===== config.mk =====
export PLATFORM = sky130hd
export DESIGN_NAME = raycast_wall_column_texturer_flat
export DESIGN_NICKNAME = d
export VERILOG_FILES = /design/src/rtl/core/rwct_pkg.sv /design/src/rtl/core/rwct_if.sv /design/src/rtl/core/raycast_wall_column_texturer.sv /design/src/rtl/core/rwct_div.sv /design/src/rtl/core/rwct_front.sv /design/src/rtl/core/rwct_queue.sv /design/src/rtl/core/rwct_back.sv /design/src/flat_wrapper.sv
export SDC_FILE = /design/constraint.sdc
export NUM_CORES = 2
export LEC_CHECK = 0
export BUFFER_PORTS_ARGS = -buffer_cell sky130_fd_sc_hd__buf_2
export CAP_MARGIN = 15
export CORE_ASPECT_RATIO = 1.4
export CORE_MARGIN = 2
export CORE_UTILIZATION = 40
export CTS_CLUSTER_SIZE = 40
export DETAILED_ROUTE_END_ITERATION = 8
export PLACE_DENSITY = 0.64
export SLEW_MARGIN = 0
export SYNTH_ARGS = -nofsm -noshare
export SYNTH_HDL_FRONTEND = slang
export SYNTH_SLANG_ARGS = --single-unit

===== constraint.sdc =====
create_clock -name clock -period 19.9 [get_ports clock]
set_input_delay 0.995 -clock clock [delete_from_list [all_inputs] [get_ports clock]]
set_output_delay 0.995 -clock clock [all_outputs]
set_load 0.01 [all_outputs]

===== src/rtl/core/rwct_pkg.sv =====
// ----------------------------------------------------------------------------
// rwct_pkg
// Shared types and constants of the raycast wall column texturer.
// ----------------------------------------------------------------------------
`default_nettype none
package rwct_pkg;

   localparam int SCREEN_HEIGHT = 64;
   localparam int SCREEN_WIDTH  = 1024;
   localparam int HALF_HEIGHT   = SCREEN_HEIGHT / 2;
   localparam int ROW_W         = $clog2(SCREEN_HEIGHT);
   localparam int COL_W         = 10;
   localparam int SIZE_W        = 9;
   localparam int HEIGHT_W      = $clog2(SCREEN_HEIGHT * 256) + 1;
   localparam int DVD_W         = 25;
   localparam int DVS_W         = 16;
   localparam int STEP_W        = 25;
   localparam int CFG_AW        = 3;

   // texture codes
   localparam logic [1:0] TEX_NORTH = 2'd0;
   localparam logic [1:0] TEX_SOUTH = 2'd1;
   localparam logic [1:0] TEX_EAST  = 2'd2;
   localparam logic [1:0] TEX_WEST  = 2'd3;

   // register indexes
   localparam logic REG_TEX_WIDTH  = 1'b0;
   localparam logic REG_TEX_HEIGHT = 1'b1;

   typedef struct packed {
      logic [SIZE_W-1:0] tex_w;
      logic [SIZE_W-1:0] tex_h;
   } cfg_type;

   typedef struct packed {
      logic [COL_W-1:0]  column;
      logic [1:0]        texture;
      logic [7:0]        tex_col;
      logic [ROW_W-1:0]  start_row;
      logic [ROW_W-1:0]  end_row;
      logic [31:0]       tex_pos;
      logic [STEP_W-1:0] tex_step;
   } span_type;

   typedef struct packed {
      logic push;
      logic full;
   } queue_wr_type;

   typedef enum logic [2:0] {
      FR_IDLE, FR_HIT, FR_TCOL, FR_DIV_H, FR_SPAN, FR_DIV_S, FR_POS, FR_PUSH
   } front_state_type;

   // clamp a texture size into 1..256
   function automatic logic [SIZE_W-1:0] clamp_size(input logic [SIZE_W-1:0] v);
      logic [SIZE_W-1:0] r;
      r = v;
      if (v == '0) r = SIZE_W'(1);
      else if (v > SIZE_W'(256)) r = SIZE_W'(256);
      return r;
   endfunction

endpackage
`default_nettype wire


===== src/rtl/core/rwct_if.sv =====
// ----------------------------------------------------------------------------
// rwct_req_if / rwct_rsp_if
// Valid/ready channels for column requests and pixel results.
// ----------------------------------------------------------------------------
`default_nettype none
interface rwct_req_if;
   logic               valid;
   logic               ready;
   logic [9:0]         column;
   logic               side_hit;
   logic [15:0]        pos_x;
   logic [15:0]        pos_y;
   logic signed [15:0] ray_dir_x;
   logic signed [15:0] ray_dir_y;
   logic [15:0]        wall_distance;
   modport source (output valid, column, side_hit, pos_x, pos_y, ray_dir_x, ray_dir_y,
                   wall_distance, input ready);
   modport sink (input valid, column, side_hit, pos_x, pos_y, ray_dir_x, ray_dir_y,
                 wall_distance, output ready);
endinterface

interface rwct_rsp_if;
   logic       valid;
   logic       ready;
   logic [9:0] screen_column;
   logic [5:0] screen_row;
   logic [1:0] texture_select;
   logic [7:0] tex_col;
   logic [7:0] tex_row;
   logic       last;
   modport source (output valid, screen_column, screen_row, texture_select, tex_col,
                   tex_row, last, input ready);
   modport sink (input valid, screen_column, screen_row, texture_select, tex_col,
                 tex_row, last, output ready);
endinterface
`default_nettype wire


===== src/rtl/core/raycast_wall_column_texturer.sv =====
// ----------------------------------------------------------------------------
// raycast_wall_column_texturer
// Textured wall column of a grid raycaster: one request in, one pixel per row.
// ----------------------------------------------------------------------------
// The first pixel of a column follows up to two 25-step passes of the shared
// one-bit-per-cycle divider (height, then texture step).
// Pixels: one per cycle while the receiver is ready, once a span is loaded;
// front and back work on different columns, overlapped by the queue.
// Reset: synchronous, active high; texture sizes return to 64, queue empties.
`default_nettype none
module raycast_wall_column_texturer import rwct_pkg::*; (
   input  wire logic              clock,
   input  wire logic              reset,
   rwct_req_if.sink               req_bus,
   rwct_rsp_if.source             rsp_bus,
   input  wire logic              csr_psel,
   input  wire logic              csr_penable,
   input  wire logic              csr_pwrite,
   input  wire logic [CFG_AW-1:0] csr_paddr,
   input  wire logic [31:0]       csr_pwdata,
   output logic [31:0]            csr_prdata,
   output logic                   csr_pready
);
   cfg_type      cfg_ff;
   queue_wr_type qwr;
   span_type     span_w, span_r;
   logic         q_full, q_not_empty, q_pop;

   // configuration registers
   assign csr_pready = 1'b1;
   always_ff @(posedge clock) begin
      if (reset) begin
         cfg_ff.tex_w <= SIZE_W'(64);
         cfg_ff.tex_h <= SIZE_W'(64);
      end else if (csr_psel && csr_penable && csr_pwrite) begin
         unique case (csr_paddr[2])
            REG_TEX_WIDTH:  cfg_ff.tex_w <= csr_pwdata[SIZE_W-1:0];
            REG_TEX_HEIGHT: cfg_ff.tex_h <= csr_pwdata[SIZE_W-1:0];
            default: ;
         endcase
      end
   end
   assign csr_prdata = (csr_paddr[2] == REG_TEX_HEIGHT) ? 32'(cfg_ff.tex_h) : 32'(cfg_ff.tex_w);

   rwct_front u_front (
      .clock      (clock),
      .reset      (reset),
      .cfg        (cfg_ff),
      .req_bus    (req_bus),
      .qwr_out    (qwr),
      .queue_full (q_full),
      .span       (span_w)
   );

   rwct_queue u_queue (
      .clock     (clock),
      .reset     (reset),
      .qwr       (qwr),
      .wr_data   (span_w),
      .full      (q_full),
      .not_empty (q_not_empty),
      .pop       (q_pop),
      .rd_data   (span_r)
   );

   rwct_back u_back (
      .clock     (clock),
      .reset     (reset),
      .cfg       (cfg_ff),
      .not_empty (q_not_empty),
      .pop       (q_pop),
      .span_in   (span_r),
      .rsp_bus   (rsp_bus)
   );

   // a column keeps going until its last pixel
   a_column_continues: assert property (@(posedge clock) disable iff (reset)
      rsp_bus.valid && rsp_bus.ready && !rsp_bus.last |=> rsp_bus.valid)
      else $error("column ended before last pixel");

   a_row_steps: assert property (@(posedge clock) disable iff (reset)
      rsp_bus.valid && rsp_bus.ready && !rsp_bus.last |=>
      rsp_bus.screen_row == $past(rsp_bus.screen_row) + 6'd1)
      else $error("screen row did not advance by one");

   a_column_held: assert property (@(posedge clock) disable iff (reset)
      rsp_bus.valid && rsp_bus.ready && !rsp_bus.last |=>
      rsp_bus.screen_column == $past(rsp_bus.screen_column))
      else $error("screen column changed inside a column");

   a_no_pop_when_busy: assert property (@(posedge clock) disable iff (reset)
      q_pop |-> q_not_empty && !rsp_bus.valid)
      else $error("span popped while a column is active");
endmodule
`default_nettype wire


===== src/rtl/core/rwct_div.sv =====
// ----------------------------------------------------------------------------
// rwct_div
// Restoring unsigned divider, one quotient bit per cycle.
// ----------------------------------------------------------------------------
`default_nettype none
module rwct_div import rwct_pkg::*; (
   input  wire logic              clock,
   input  wire logic              reset,
   input  wire logic              start,
   input  wire logic [DVD_W-1:0]  dividend,
   input  wire logic [DVS_W-1:0]  divisor,
   output logic                   done,
   output logic [DVD_W-1:0]       quotient
);
   localparam int CNT_W = $clog2(DVD_W + 1);

   logic [CNT_W-1:0] count_ff, count_in;
   logic [DVS_W-1:0] rem_ff, rem_in;
   logic [DVD_W-1:0] quo_ff, quo_in;
   logic [DVS_W-1:0] dvs_ff, dvs_in;
   logic [DVS_W:0]   trial;
   logic [DVS_W:0]   diff;

   // one shift-subtract step
   always_comb begin
      trial    = {rem_ff, quo_ff[DVD_W-1]};
      diff     = trial - {1'b0, dvs_ff};
      count_in = count_ff;
      rem_in   = rem_ff;
      quo_in   = quo_ff;
      dvs_in   = dvs_ff;
      if (start) begin
         count_in = CNT_W'(DVD_W);
         rem_in   = '0;
         quo_in   = dividend;
         dvs_in   = divisor;
      end else if (count_ff != '0) begin
         count_in = count_ff - CNT_W'(1);
         if (trial >= {1'b0, dvs_ff}) begin
            rem_in = diff[DVS_W-1:0];
            quo_in = {quo_ff[DVD_W-2:0], 1'b1};
         end else begin
            rem_in = trial[DVS_W-1:0];
            quo_in = {quo_ff[DVD_W-2:0], 1'b0};
         end
      end
   end

   always_ff @(posedge clock) begin
      if (reset) begin
         count_ff <= '0;
      end else begin
         count_ff <= count_in;
      end
      rem_ff <= rem_in;
      quo_ff <= quo_in;
      dvs_ff <= dvs_in;
   end

   // done on the last step
   assign done     = (count_ff == CNT_W'(1));
   assign quotient = {quo_ff[DVD_W-2:0], (trial >= {1'b0, dvs_ff})};
endmodule
`default_nettype wire


===== src/rtl/core/rwct_front.sv =====
// ----------------------------------------------------------------------------
// rwct_front
// Takes a column request and works out texture, span, texel column and step.
// ----------------------------------------------------------------------------
`default_nettype none
module rwct_front import rwct_pkg::*; (
   input  wire logic    clock,
   input  wire logic    reset,
   input  wire cfg_type cfg,
   rwct_req_if.sink     req_bus,
   output queue_wr_type qwr_out,
   input  wire logic    queue_full,
   output span_type     span
);
   front_state_type state_ff, state_in;

   logic [COL_W-1:0]    col_ff;
   logic [1:0]          tex_ff;
   logic [9:0]          coord_ff;
   logic signed [15:0]  dir_ff;
   logic [15:0]         dist_ff;
   logic [21:0]         frac_ff;
   logic [7:0]          tcol_ff;
   logic [HEIGHT_W-1:0] height_ff;
   logic [ROW_W-1:0]    start_ff, end_ff;
   logic [13:0]         offset_ff;
   logic [STEP_W-1:0]   step_ff;
   logic [31:0]         pos_ff;

   logic                accept;
   logic                div_start, div_done;
   logic [DVD_W-1:0]    div_dvd, div_q;
   logic [DVS_W-1:0]    div_dvs;
   logic signed [32:0]  hit_prod;
   logic [30:0]         tcol_prod;
   logic [38:0]         pos_prod;
   logic [13:0]         half_h;
   logic [SIZE_W-1:0]   tw, th;

   assign tw     = clamp_size(cfg.tex_w);
   assign th     = clamp_size(cfg.tex_h);
   assign accept = req_bus.valid && req_bus.ready;

   // next state
   always_comb begin
      state_in = state_ff;
      unique case (state_ff)
         FR_IDLE:  if (accept && ({1'b0, req_bus.column} < 11'(SCREEN_WIDTH)))
                      state_in = FR_HIT;
         FR_HIT:   state_in = FR_TCOL;
         FR_TCOL:  state_in = FR_DIV_H;
         FR_DIV_H: if (div_done) state_in = FR_SPAN;
         FR_SPAN:  state_in = (height_ff == '0) ? FR_POS : FR_DIV_S;
         FR_DIV_S: if (div_done) state_in = FR_POS;
         FR_POS:   state_in = (start_ff < end_ff) ? FR_PUSH : FR_IDLE;
         FR_PUSH:  if (!queue_full) state_in = FR_IDLE;
         default:  state_in = FR_IDLE;
      endcase
   end

   // outputs
   always_comb begin
      req_bus.ready = (state_ff == FR_IDLE);
      div_start     = (state_ff == FR_TCOL) || (state_ff == FR_SPAN && height_ff != '0);
      qwr_out.push  = (state_ff == FR_PUSH) && !queue_full;
      qwr_out.full  = queue_full;
   end

   // divider operands: height first, then texture step
   always_comb begin
      if (state_ff == FR_TCOL) begin
         div_dvd = DVD_W'(SCREEN_HEIGHT * 256);
         div_dvs = (dist_ff == '0) ? DVS_W'(1) : dist_ff;
      end else begin
         div_dvd = {th, 16'h0000};
         div_dvs = DVS_W'(height_ff);
      end
   end

   rwct_div u_div (
      .clock    (clock),
      .reset    (reset),
      .start    (div_start),
      .dividend (div_dvd),
      .divisor  (div_dvs),
      .done     (div_done),
      .quotient (div_q)
   );

   assign hit_prod  = $signed({1'b0, dist_ff}) * dir_ff;
   assign tcol_prod = frac_ff * tw;
   assign pos_prod  = offset_ff * step_ff;
   assign half_h    = height_ff[HEIGHT_W-1:1];

   always_ff @(posedge clock) begin
      if (reset) begin
         state_ff <= FR_IDLE;
      end else begin
         state_ff <= state_in;
      end
   end

   // datapath
   always_ff @(posedge clock) begin
      if (accept) begin
         col_ff  <= req_bus.column;
         dist_ff <= req_bus.wall_distance;
         if (!req_bus.side_hit) begin
            tex_ff   <= req_bus.ray_dir_x[15] ? TEX_EAST : TEX_WEST;
            coord_ff <= req_bus.pos_y[9:0];
            dir_ff   <= req_bus.ray_dir_y;
         end else begin
            tex_ff   <= req_bus.ray_dir_y[15] ? TEX_NORTH : TEX_SOUTH;
            coord_ff <= req_bus.pos_x[9:0];
            dir_ff   <= req_bus.ray_dir_x;
         end
      end
      if (state_ff == FR_HIT) frac_ff <= {coord_ff, 12'h000} + hit_prod[21:0];
      if (state_ff == FR_TCOL) tcol_ff <= tcol_prod[29:22];
      if (state_ff == FR_DIV_H && div_done) height_ff <= div_q[HEIGHT_W-1:0];
      if (state_ff == FR_SPAN) begin
         start_ff  <= (half_h >= 14'(HALF_HEIGHT)) ? '0
                      : ROW_W'(HALF_HEIGHT) - half_h[ROW_W-1:0];
         end_ff    <= (half_h >= 14'(HALF_HEIGHT - 1)) ? ROW_W'(SCREEN_HEIGHT - 1)
                      : ROW_W'(HALF_HEIGHT) + half_h[ROW_W-1:0];
         offset_ff <= (half_h > 14'(HALF_HEIGHT)) ? half_h - 14'(HALF_HEIGHT) : '0;
         if (height_ff == '0) step_ff <= '0;
      end
      if (state_ff == FR_DIV_S && div_done) step_ff <= div_q;
      if (state_ff == FR_POS) pos_ff <= (|pos_prod[38:32]) ? 32'hFFFF_FFFF : pos_prod[31:0];
   end

   assign span.column    = col_ff;
   assign span.texture   = tex_ff;
   assign span.tex_col   = tcol_ff;
   assign span.start_row = start_ff;
   assign span.end_row   = end_ff;
   assign span.tex_pos   = pos_ff;
   assign span.tex_step  = step_ff;
endmodule
`default_nettype wire


===== src/rtl/core/rwct_queue.sv =====
// ----------------------------------------------------------------------------
// rwct_queue
// Two-entry queue of column spans between front and back.
// ----------------------------------------------------------------------------
`default_nettype none
module rwct_queue import rwct_pkg::*; (
   input  wire logic         clock,
   input  wire logic         reset,
   input  wire queue_wr_type qwr,
   input  wire span_type     wr_data,
   output logic              full,
   output logic              not_empty,
   input  wire logic         pop,
   output span_type          rd_data
);
   span_type   mem_ff [2];
   logic       wptr_ff, rptr_ff;
   logic [1:0] count_ff;

   assign full      = (count_ff == 2'd2);
   assign not_empty = (count_ff != 2'd0);
   assign rd_data   = mem_ff[rptr_ff];

   always_ff @(posedge clock) begin
      if (reset) begin
         wptr_ff  <= 1'b0;
         rptr_ff  <= 1'b0;
         count_ff <= '0;
      end else begin
         if (qwr.push) wptr_ff <= ~wptr_ff;
         if (pop) rptr_ff <= ~rptr_ff;
         count_ff <= count_ff + 2'(qwr.push) - 2'(pop);
      end
      if (qwr.push) mem_ff[wptr_ff] <= wr_data;
   end
endmodule
`default_nettype wire


===== src/rtl/core/rwct_back.sv =====
// ----------------------------------------------------------------------------
// rwct_back
// Walks a span row by row and emits one pixel result per row.
// ----------------------------------------------------------------------------
`default_nettype none
module rwct_back import rwct_pkg::*; (
   input  wire logic     clock,
   input  wire logic     reset,
   input  wire cfg_type  cfg,
   input  wire logic     not_empty,
   output logic          pop,
   input  wire span_type span_in,
   rwct_rsp_if.source    rsp_bus
);
   logic              active_ff;
   span_type          cur_ff;
   logic [ROW_W-1:0]  row_ff;
   logic [SIZE_W-1:0] th;
   logic [8:0]        th_max;
   logic [32:0]       pos_sum;
   logic              last_row;
   logic              take;

   assign th       = clamp_size(cfg.tex_h);
   assign th_max   = th - 9'd1;
   assign pop      = !active_ff && not_empty;
   assign take     = rsp_bus.valid && rsp_bus.ready;
   assign last_row = (row_ff + ROW_W'(1) == cur_ff.end_row);
   assign pos_sum  = {1'b0, cur_ff.tex_pos} + 33'(cur_ff.tex_step);

   always_ff @(posedge clock) begin
      if (reset) begin
         active_ff <= 1'b0;
      end else if (pop) begin
         active_ff <= 1'b1;
      end else if (take && last_row) begin
         active_ff <= 1'b0;
      end
      // load a span, then step the texture position on each accepted pixel
      if (pop) begin
         cur_ff <= span_in;
         row_ff <= span_in.start_row;
      end else if (take) begin
         row_ff         <= row_ff + ROW_W'(1);
         cur_ff.tex_pos <= pos_sum[32] ? 32'hFFFF_FFFF : pos_sum[31:0];
      end
   end

   // result payload
   always_comb begin
      rsp_bus.valid          = active_ff;
      rsp_bus.screen_column  = cur_ff.column;
      rsp_bus.screen_row     = 6'(row_ff);
      rsp_bus.texture_select = cur_ff.texture;
      rsp_bus.tex_col        = cur_ff.tex_col;
      rsp_bus.tex_row        = ({1'b0, cur_ff.tex_pos[31:16]} > {8'h00, th_max}) ?
                               th_max[7:0] : cur_ff.tex_pos[23:16];
      rsp_bus.last           = last_row;
   end
endmodule
`default_nettype wire


===== src/flat_wrapper.sv =====
// flat-port wrapper written by rule: the top's interface ports become plain ports
module raycast_wall_column_texturer_flat import rwct_pkg::*;
  (clock, reset, csr_psel, csr_penable, csr_pwrite, csr_paddr, csr_pwdata, csr_prdata, csr_pready, req_bus_valid, req_bus_column, req_bus_side_hit, req_bus_pos_x, req_bus_pos_y, req_bus_ray_dir_x, req_bus_ray_dir_y, req_bus_wall_distance, req_bus_ready, rsp_bus_valid, rsp_bus_screen_column, rsp_bus_screen_row, rsp_bus_texture_select, rsp_bus_tex_col, rsp_bus_tex_row, rsp_bus_last, rsp_bus_ready);
  rwct_req_if req_bus_i ();
  rwct_rsp_if rsp_bus_i ();
  input  wire logic clock;
  input  wire logic reset;
  input  wire logic csr_psel;
  input  wire logic csr_penable;
  input  wire logic csr_pwrite;
  input  wire logic [CFG_AW-1:0] csr_paddr;
  input  wire logic [31:0] csr_pwdata;
  output logic [31:0] csr_prdata;
  output logic csr_pready;
  input wire logic [$bits(req_bus_i.valid)-1:0] req_bus_valid;
  input wire logic [$bits(req_bus_i.column)-1:0] req_bus_column;
  input wire logic [$bits(req_bus_i.side_hit)-1:0] req_bus_side_hit;
  input wire logic [$bits(req_bus_i.pos_x)-1:0] req_bus_pos_x;
  input wire logic [$bits(req_bus_i.pos_y)-1:0] req_bus_pos_y;
  input wire logic [$bits(req_bus_i.ray_dir_x)-1:0] req_bus_ray_dir_x;
  input wire logic [$bits(req_bus_i.ray_dir_y)-1:0] req_bus_ray_dir_y;
  input wire logic [$bits(req_bus_i.wall_distance)-1:0] req_bus_wall_distance;
  output wire logic [$bits(req_bus_i.ready)-1:0] req_bus_ready;
  output wire logic [$bits(rsp_bus_i.valid)-1:0] rsp_bus_valid;
  output wire logic [$bits(rsp_bus_i.screen_column)-1:0] rsp_bus_screen_column;
  output wire logic [$bits(rsp_bus_i.screen_row)-1:0] rsp_bus_screen_row;
  output wire logic [$bits(rsp_bus_i.texture_select)-1:0] rsp_bus_texture_select;
  output wire logic [$bits(rsp_bus_i.tex_col)-1:0] rsp_bus_tex_col;
  output wire logic [$bits(rsp_bus_i.tex_row)-1:0] rsp_bus_tex_row;
  output wire logic [$bits(rsp_bus_i.last)-1:0] rsp_bus_last;
  input wire logic [$bits(rsp_bus_i.ready)-1:0] rsp_bus_ready;
  assign req_bus_i.valid = req_bus_valid;
  assign req_bus_i.column = req_bus_column;
  assign req_bus_i.side_hit = req_bus_side_hit;
  assign req_bus_i.pos_x = req_bus_pos_x;
  assign req_bus_i.pos_y = req_bus_pos_y;
  assign req_bus_i.ray_dir_x = req_bus_ray_dir_x;
  assign req_bus_i.ray_dir_y = req_bus_ray_dir_y;
  assign req_bus_i.wall_distance = req_bus_wall_distance;
  assign req_bus_ready = req_bus_i.ready;
  assign rsp_bus_valid = rsp_bus_i.valid;
  assign rsp_bus_screen_column = rsp_bus_i.screen_column;
  assign rsp_bus_screen_row = rsp_bus_i.screen_row;
  assign rsp_bus_texture_select = rsp_bus_i.texture_select;
  assign rsp_bus_tex_col = rsp_bus_i.tex_col;
  assign rsp_bus_tex_row = rsp_bus_i.tex_row;
  assign rsp_bus_last = rsp_bus_i.last;
  assign rsp_bus_i.ready = rsp_bus_ready;
  raycast_wall_column_texturer u_core (.clock(clock), .reset(reset), .req_bus(req_bus_i), .rsp_bus(rsp_bus_i), .csr_psel(csr_psel), .csr_penable(csr_penable), .csr_pwrite(csr_pwrite), .csr_paddr(csr_paddr), .csr_pwdata(csr_pwdata), .csr_prdata(csr_prdata), .csr_pready(csr_pready));
endmodule

## Word level (Yosys, flattened, before mapping)

Memories as Yosys holds them, arrays and structs flattened. A register that Yosys moved wholly into a read port is not among the register bits.
Cells that the tools add are included.

- Memories: 1
- Output and inout port bits: 70
- Bits in registers: 359
- Input bits: 133
- Bits in writable memories: 178

- Equal/unequal tests: 14
- Multipliers: 3
- Bitwise logic cells: 4
- Muxes and demuxes: 41
- $add $sub $neg: 11
- Reductions and logical operators: 33
- $lt $le $gt $ge: 8

Memories:

| name | depth | bits a word | rd ports | clocked after Yosys merged registers in | write ports | RTL line | RTL |
|---|---|---|---|---|---|---|---|
| u_core.u_queue.mem_ff | 2 | 89 | 1 | 1 | 1 | rwct_queue.sv:16 | `span_type mem_ff [2];` |

Operator list:

| kind | count |
|---|---|
| 25-bit 2-to-1 mux | 6 |
| 32-bit 2-to-1 mux | 3 |
| 9-bit 2-to-1 mux | 5 |
| 14-bit by 25-bit multiplier with 39-bit output | 1 |
| 32-bit by 25-bit adder with 33-bit output | 1 |
| 16-bit 2-to-1 mux | 2 |
| 22-bit by 9-bit multiplier with 30-bit output | 1 |
| 15-bit 2-to-1 mux | 2 |
| 3-bit one-hot mux with 8 select lines | 1 |
| 22-bit adder | 1 |
| 17-bit by 16-bit multiplier with 22-bit output | 1 |
| 9-bit > comparator, second input constant | 2 |
| 9-bit logical NOT | 2 |
| 17-bit by 16-bit >= comparator with 1-bit output | 1 |
| 16-bit by 9-bit > comparator with 1-bit output | 1 |
| 16-bit logical NOT | 1 |
| 16-bit subtractor | 1 |
| 15-bit logical NOT | 1 |
| 3-bit 2-to-1 mux | 5 |
| 15-bit nonzero test | 1 |
| 14-bit by 5-bit >= comparator with 1-bit output, second input constant | 1 |
| 14-bit by 6-bit >= comparator with 1-bit output, second input constant | 1 |
| 14-bit by 6-bit > comparator with 1-bit output, second input constant | 1 |
| 14-bit by 6-bit subtractor with 14-bit output, second input constant | 1 |
| other kinds (33) | 71 |

## Logic depth before layout (Yosys ltp)

- Depth in word-level cells: 6
- Depth in mapped cells: 26
- Mapped depth without buffers: 24

## Hierarchy

Synthesis repeated with hierarchy kept, for this count alone.

- Cell total of the unflattened synthesis: 4438
- Area total of the unflattened synthesis: 47549.4 um2

By module, submodules not included:

| module | area each (um2) | cells each | instances | seq. area each (um2) |
|---|---|---|---|---|
| rwct_front | 30879.6 | 3217 | 1 | 5525.3 |
| rwct_queue | 6672.6 | 298 | 1 | 5445.2 |
| rwct_back | 5240.0 | 463 | 1 | 2692.6 |
| rwct_div | 3673.5 | 353 | 1 | 1651.6 |
| raycast_wall_column_texturer | 1083.5 | 107 | 1 | 360.3 |

## Least setup slack after synthesis

OpenSTA, ideal clock, no wires.

- Kind: reg2reg
- From: reg u_core.u_front.step_ff[15]
- To: reg u_core.u_front.pos_ff[0] (data pin)
- Data arrival time: 6.388 ns
- Library setup time: 0.279 ns
- Path buffers: 3
- Setup slack: 13.232 ns
- Data required time: 19.621 ns
- Cell stages (with the launch flop): 26
- Period minus slack after synthesis: 6.668 ns
- Cells stage by stage: edfxtp_1 > clkbuf_1 > and2_1 > fa_1 > inv_1 > fa_1 > inv_1 > fa_1 > fa_1 > fa_1 > inv_1 > fa_1 > inv_1 > ha_1 > and3_1 > buf_4 > and3_2 > o21ai_2 > o211ai_2 > a221o_1 > a21oi_2 > xor2_1 > nand4_1 > nor4b_4 > buf_6 > nand3_2

- Word-level cells in the longest chain between the ends: 2

Ends and longest elaborated chain:

| what | RTL line | RTL |
|---|---|---|
| start, declared | rwct_front.sv:27 | `logic [STEP_W-1:0] step_ff;` |
| start signal, assigned | rwct_front.sv:129 | `if (state_ff == FR_DIV_S && div_done) step_ff <= div_q;` |
| 14-bit by 25-bit multiplier with 39-bit output | rwct_front.sv:92 | `assign pos_prod = offset_ff * step_ff;` |
| 7-bit OR reduction | rwct_front.sv:130 | `if (state_ff == FR_POS) pos_ff <= (\|pos_prod[38:32]) ? 32'hFFFF_FFFF : pos_prod[31:0];` |
| end signal, assigned | rwct_front.sv:130 |  |
| end, declared | rwct_front.sv:28 | `logic [31:0] pos_ff;` |

No other way between the ends.
A chain may end at the register's enable or synchronous reset.

## Worst setup path after layout

- From: reg u_core.u_front.offset_ff[9]
- To: reg u_core.u_front.pos_ff[14] (data pin)

- Word-level cells in the longest chain between the ends: 2

Ends and longest elaborated chain:

| what | RTL line | RTL |
|---|---|---|
| start, declared | rwct_front.sv:26 | `logic [13:0] offset_ff;` |
| start signal, assigned | rwct_front.sv:126 | `offset_ff <= (half_h > 14'(HALF_HEIGHT)) ? half_h - 14'(HALF_HEIGHT) : '0;` |
| 14-bit by 25-bit multiplier with 39-bit output * | rwct_front.sv:92 |  |
| 7-bit OR reduction | rwct_front.sv:130 |  |

Mark *: on every way between the ends. The rest lies on a longest branch, timed or not.

==> results.tsv <==
stage	metric	value	unit
status	status	complete, no violations	
die	rows	147	
timing	relSlewSlack	21.7	%
clock_tree	numCtsBuffers	57	
critical_path	end_kind	flop	
die	die_y	406	um
critical_path	reg2reg_slack	11930	ps
route	drc_errors	0	
clock_tree	cts.sinks	538	
global_route	grt_pass1_vias	32500	
die	initial_core_util	40.3	%
critical_path	arrival	8300	ps
cells_and_area	final_core_util	43.7	%
timing	fin_skew	25.0	ps
cells_and_area	nets	5344	
timing	setup_viol	0	
route	avgRoutedWirePerCell	18.2	um
yosys	synthDistinctLibCells	83	
die	io_pins	203	
die	die_w	291	um
die	core	115000	um^2
die	die-area	118000	um^2
critical_path	slowest_delay	1130	ps
place	post-dp-hpwl	79600	um
cells_and_area	syn_to_final_growth	8.60	%
clock_tree	cts_resized	0	
yosys	syn_inst	4303	
yosys	netlist_top_cells_area	edfxtp_1 32%, fa_1 25%, ha_1 7.8%	
critical_path	startpoint_type	flop	
cells_and_area	fill_cells	10700	
min_path	hold_path_class	flop to flop	
global_route	gr-total-overflow	0	
clock_tree	cts_hold_buf	0	
place	io_buffers	141	
critical_path	crit_chain	nand2_1 > fa_1 > inv_1 > fa_1 > fa_1 > fa_1 > fa_1 > inv_1 > fa_1 > inv_1 > ha_1 > and3_1 > and3_2 > o21ai_2 > o211ai_2 > a221o_1 > a21oi_2 > xor2_1 > nand4_1 > nor4b_4 > buf_4 > nand3_2	
route	via_per_inst	5.13	
timing	fin_tns_setup	0	ps
clock_tree	tritoncts	built	
global_route	grtUsageTotal	18.5	%
yosys	syn_avg_cell_area	10.7	um^2
yosys	synth-seq-cells	538	
critical_path	crit_slowest_cell	edfxtp_1	
job	drv_cap	0	
timing	rsz0062_at_grt	no	
cells_and_area	drive_gt1_share	10.1	%
critical_path	worstSetupPathType	flop to flop	
route	final_antenna_net_count	0	
yosys	synthTopCellsByCount	712 x inv_1, 582 x nand2_1, 574 x fa_1	
cells_and_area	fin_cells	5886	
yosys	synth_ff_type	edfxtp_1	
clock_tree	clk_latency	640	ps
yosys	yosysMostFrequentCell	inv_1	
yosys	synth_top_area_share	31.9	%
critical_path	crit_fanout	32	
global_route	grt_antenna_before_repair	2	
clock_tree	clk_transition_reported_paths	70	ps
yosys	synth_area_leader_cell	edfxtp_1	
clock_tree	cts_root_buf	clkbuf_16	
yosys	synth_area	46100	um^2
yosys	async_reset_ff_share	0	%
critical_path	required	20230	ps
route	vias	30200	
yosys	ys_warn_count	0	
timing	fmax	125	MHz
timing	hold_viol	0	
clock_tree	post-cts-setup-buffers	0	
route	drt_iter0_drc	1536	
place	place_inst	5779	
global_route	grt_max_degree	71	
critical_path	cpMostUsedCell	fa_1	
global_route	grt_pass1_wl	173000	um
clock_tree	h-tree-depth	2	
timing	worst-slew-pin-transition	1170	ps
yosys	yosysSeqAreaShare	34.0	%
place	place_congestion	0.865	
timing	holdWs	429	ps
clock_tree	clk_path_buf_depth	3	
timing	period_needed	7970	ps
yosys	synth_edf_count	490	
timing	fin_crit_sh	40.1	%
route	wl	107000	um
timing	slew_viol_final	0	
route	drt-pass1-iter-count	5	
worst max-delay path, delay by kind of cell, from the launching register on:
kind | cells | cell delay, ps
adder cells (fa/ha/maj) | 7 | 3350
AND/OR/NAND/NOR | 6 | 1410
flip-flops | 1 | 1130
AO/OA/AOI/OAI | 4 | 950
buffers and inverters | 4 | 640
XOR/XNOR | 1 | 170
cell usage in the layout, fill, tap and decap left out, drive strengths merged, types with 10 or more instances in the layout:
cell and n:
a211oi 15, a21o 34, a21oi 135, a22oi 31, a31oi 11, and2 323
and3 29, buf 187, clkbuf 64, clkinv 25, conb 25, dfxtp 48
edfxtp 490, fa 574, ha 289, inv 718, mux2 86, mux2i 44
nand2 582, nand2b 35, nand3 57, nand3b 11, nand4 15, nor2 108
nor2b 32, nor3 52, nor4 14, o211ai 10, o21a 18, o21ai 85
or2 11, or3 10, xnor2 83, xor2 53
final cells by class:
class,count,area (um^2),area share (%)
antenna,1,2.50,0.00499
clock buffer,64,1450,2.90
clock inverter,42,484,0.966
inverter,713,2680,5.34
multi-input combinational,2851,26900,53.7
sequential,538,15700,31.3
tap,1490,1860,3.72
timing repair buffer,187,1050,2.10
metrics by stage:
step	area [um^2]	worst slack (ps)
5_1_grt	50100	11570
6_report	50100	11930
3_5_place_dp	48200	11990
4_1_cts	50100	11960
2_1_floorplan	46200	13230
3_3_place_gp	48200	12000
sequential cells by signal (all words and copies together) (netlist names), 8 cells and up, named ones only:
register	cells
u_core.u_back.rsp_bus.tex_col	8
u_core.u_front.tcol_ff	8
u_core.u_front.height_ff	15
u_core.u_front.offset_ff	14
u_core.u_front.dist_ff	16
u_core.u_back.cur_ff	63
u_core.u_front.coord_ff	10
u_core.u_front.u_div.dvs_ff	16
u_core.u_front.u_div.quo_ff	25
u_core.u_front.frac_ff	22
u_core.u_front.pos_ff	32
u_core.u_queue.mem_ff	178
u_core.u_front.step_ff	25
u_core.u_front.dir_ff	16
u_core.u_back.rsp_bus.screen_column	10
u_core.u_front.u_div.rem_ff	16
u_core.u_front.col_ff	10
u_core.cfg_ff	18
layer usage:
| layer | vias to the layer above | global-route usage [%] | share of wire [%] |
|---|---|---|---|
| li1 | 13900 | - | - |
| met1 | 15300 | 21.2 | 38 |
| met2 | 766 | 35.1 | 54 |
| met3 | 234 | 2.18 | 4.3 |
| met4 | 0 | 6.93 | 3.9 |
| met5 | - | 0 | 0 |
path summary, 6_finish.rpt:
kind                                                                start                                 endpoint  cells after the start
worst max register to register  u_core.u_front.offset_ff[9]$_SDFFCE_PP0N_  u_core.u_front.pos_ff[14]$_SDFFCE_PP1N_                     22
worst min-delay path              u_core.u_front.pos_ff[14]$_SDFFCE_PP1N_   u_core.u_queue.mem_ff[0][39]$_DFFE_PP_                      0
worst min register to register    u_core.u_front.pos_ff[14]$_SDFFCE_PP1N_   u_core.u_queue.mem_ff[0][39]$_DFFE_PP_                      0
worst max-delay path            u_core.u_front.offset_ff[9]$_SDFFCE_PP0N_  u_core.u_front.pos_ff[14]$_SDFFCE_PP1N_                     22
logic make-up (layout without fill, tap and decap cells):
logic type	count (synthesis)	in the layout	share of synthesized area, %
compound gates	402	402	5.61
xor+xnor	136	136	2.58
mux	130	130	3.05
buf+inv	937	1006	8.04
flops	538	538	34.0
fa+ha+maj	863	863	32.7
simple gates	1295	1295	14.0
other cells	2	26	0.0163
Power is left out: the tool's default activity adds up to more than one toggle a clock period on the data nets, which glitch-free logic cannot reach.
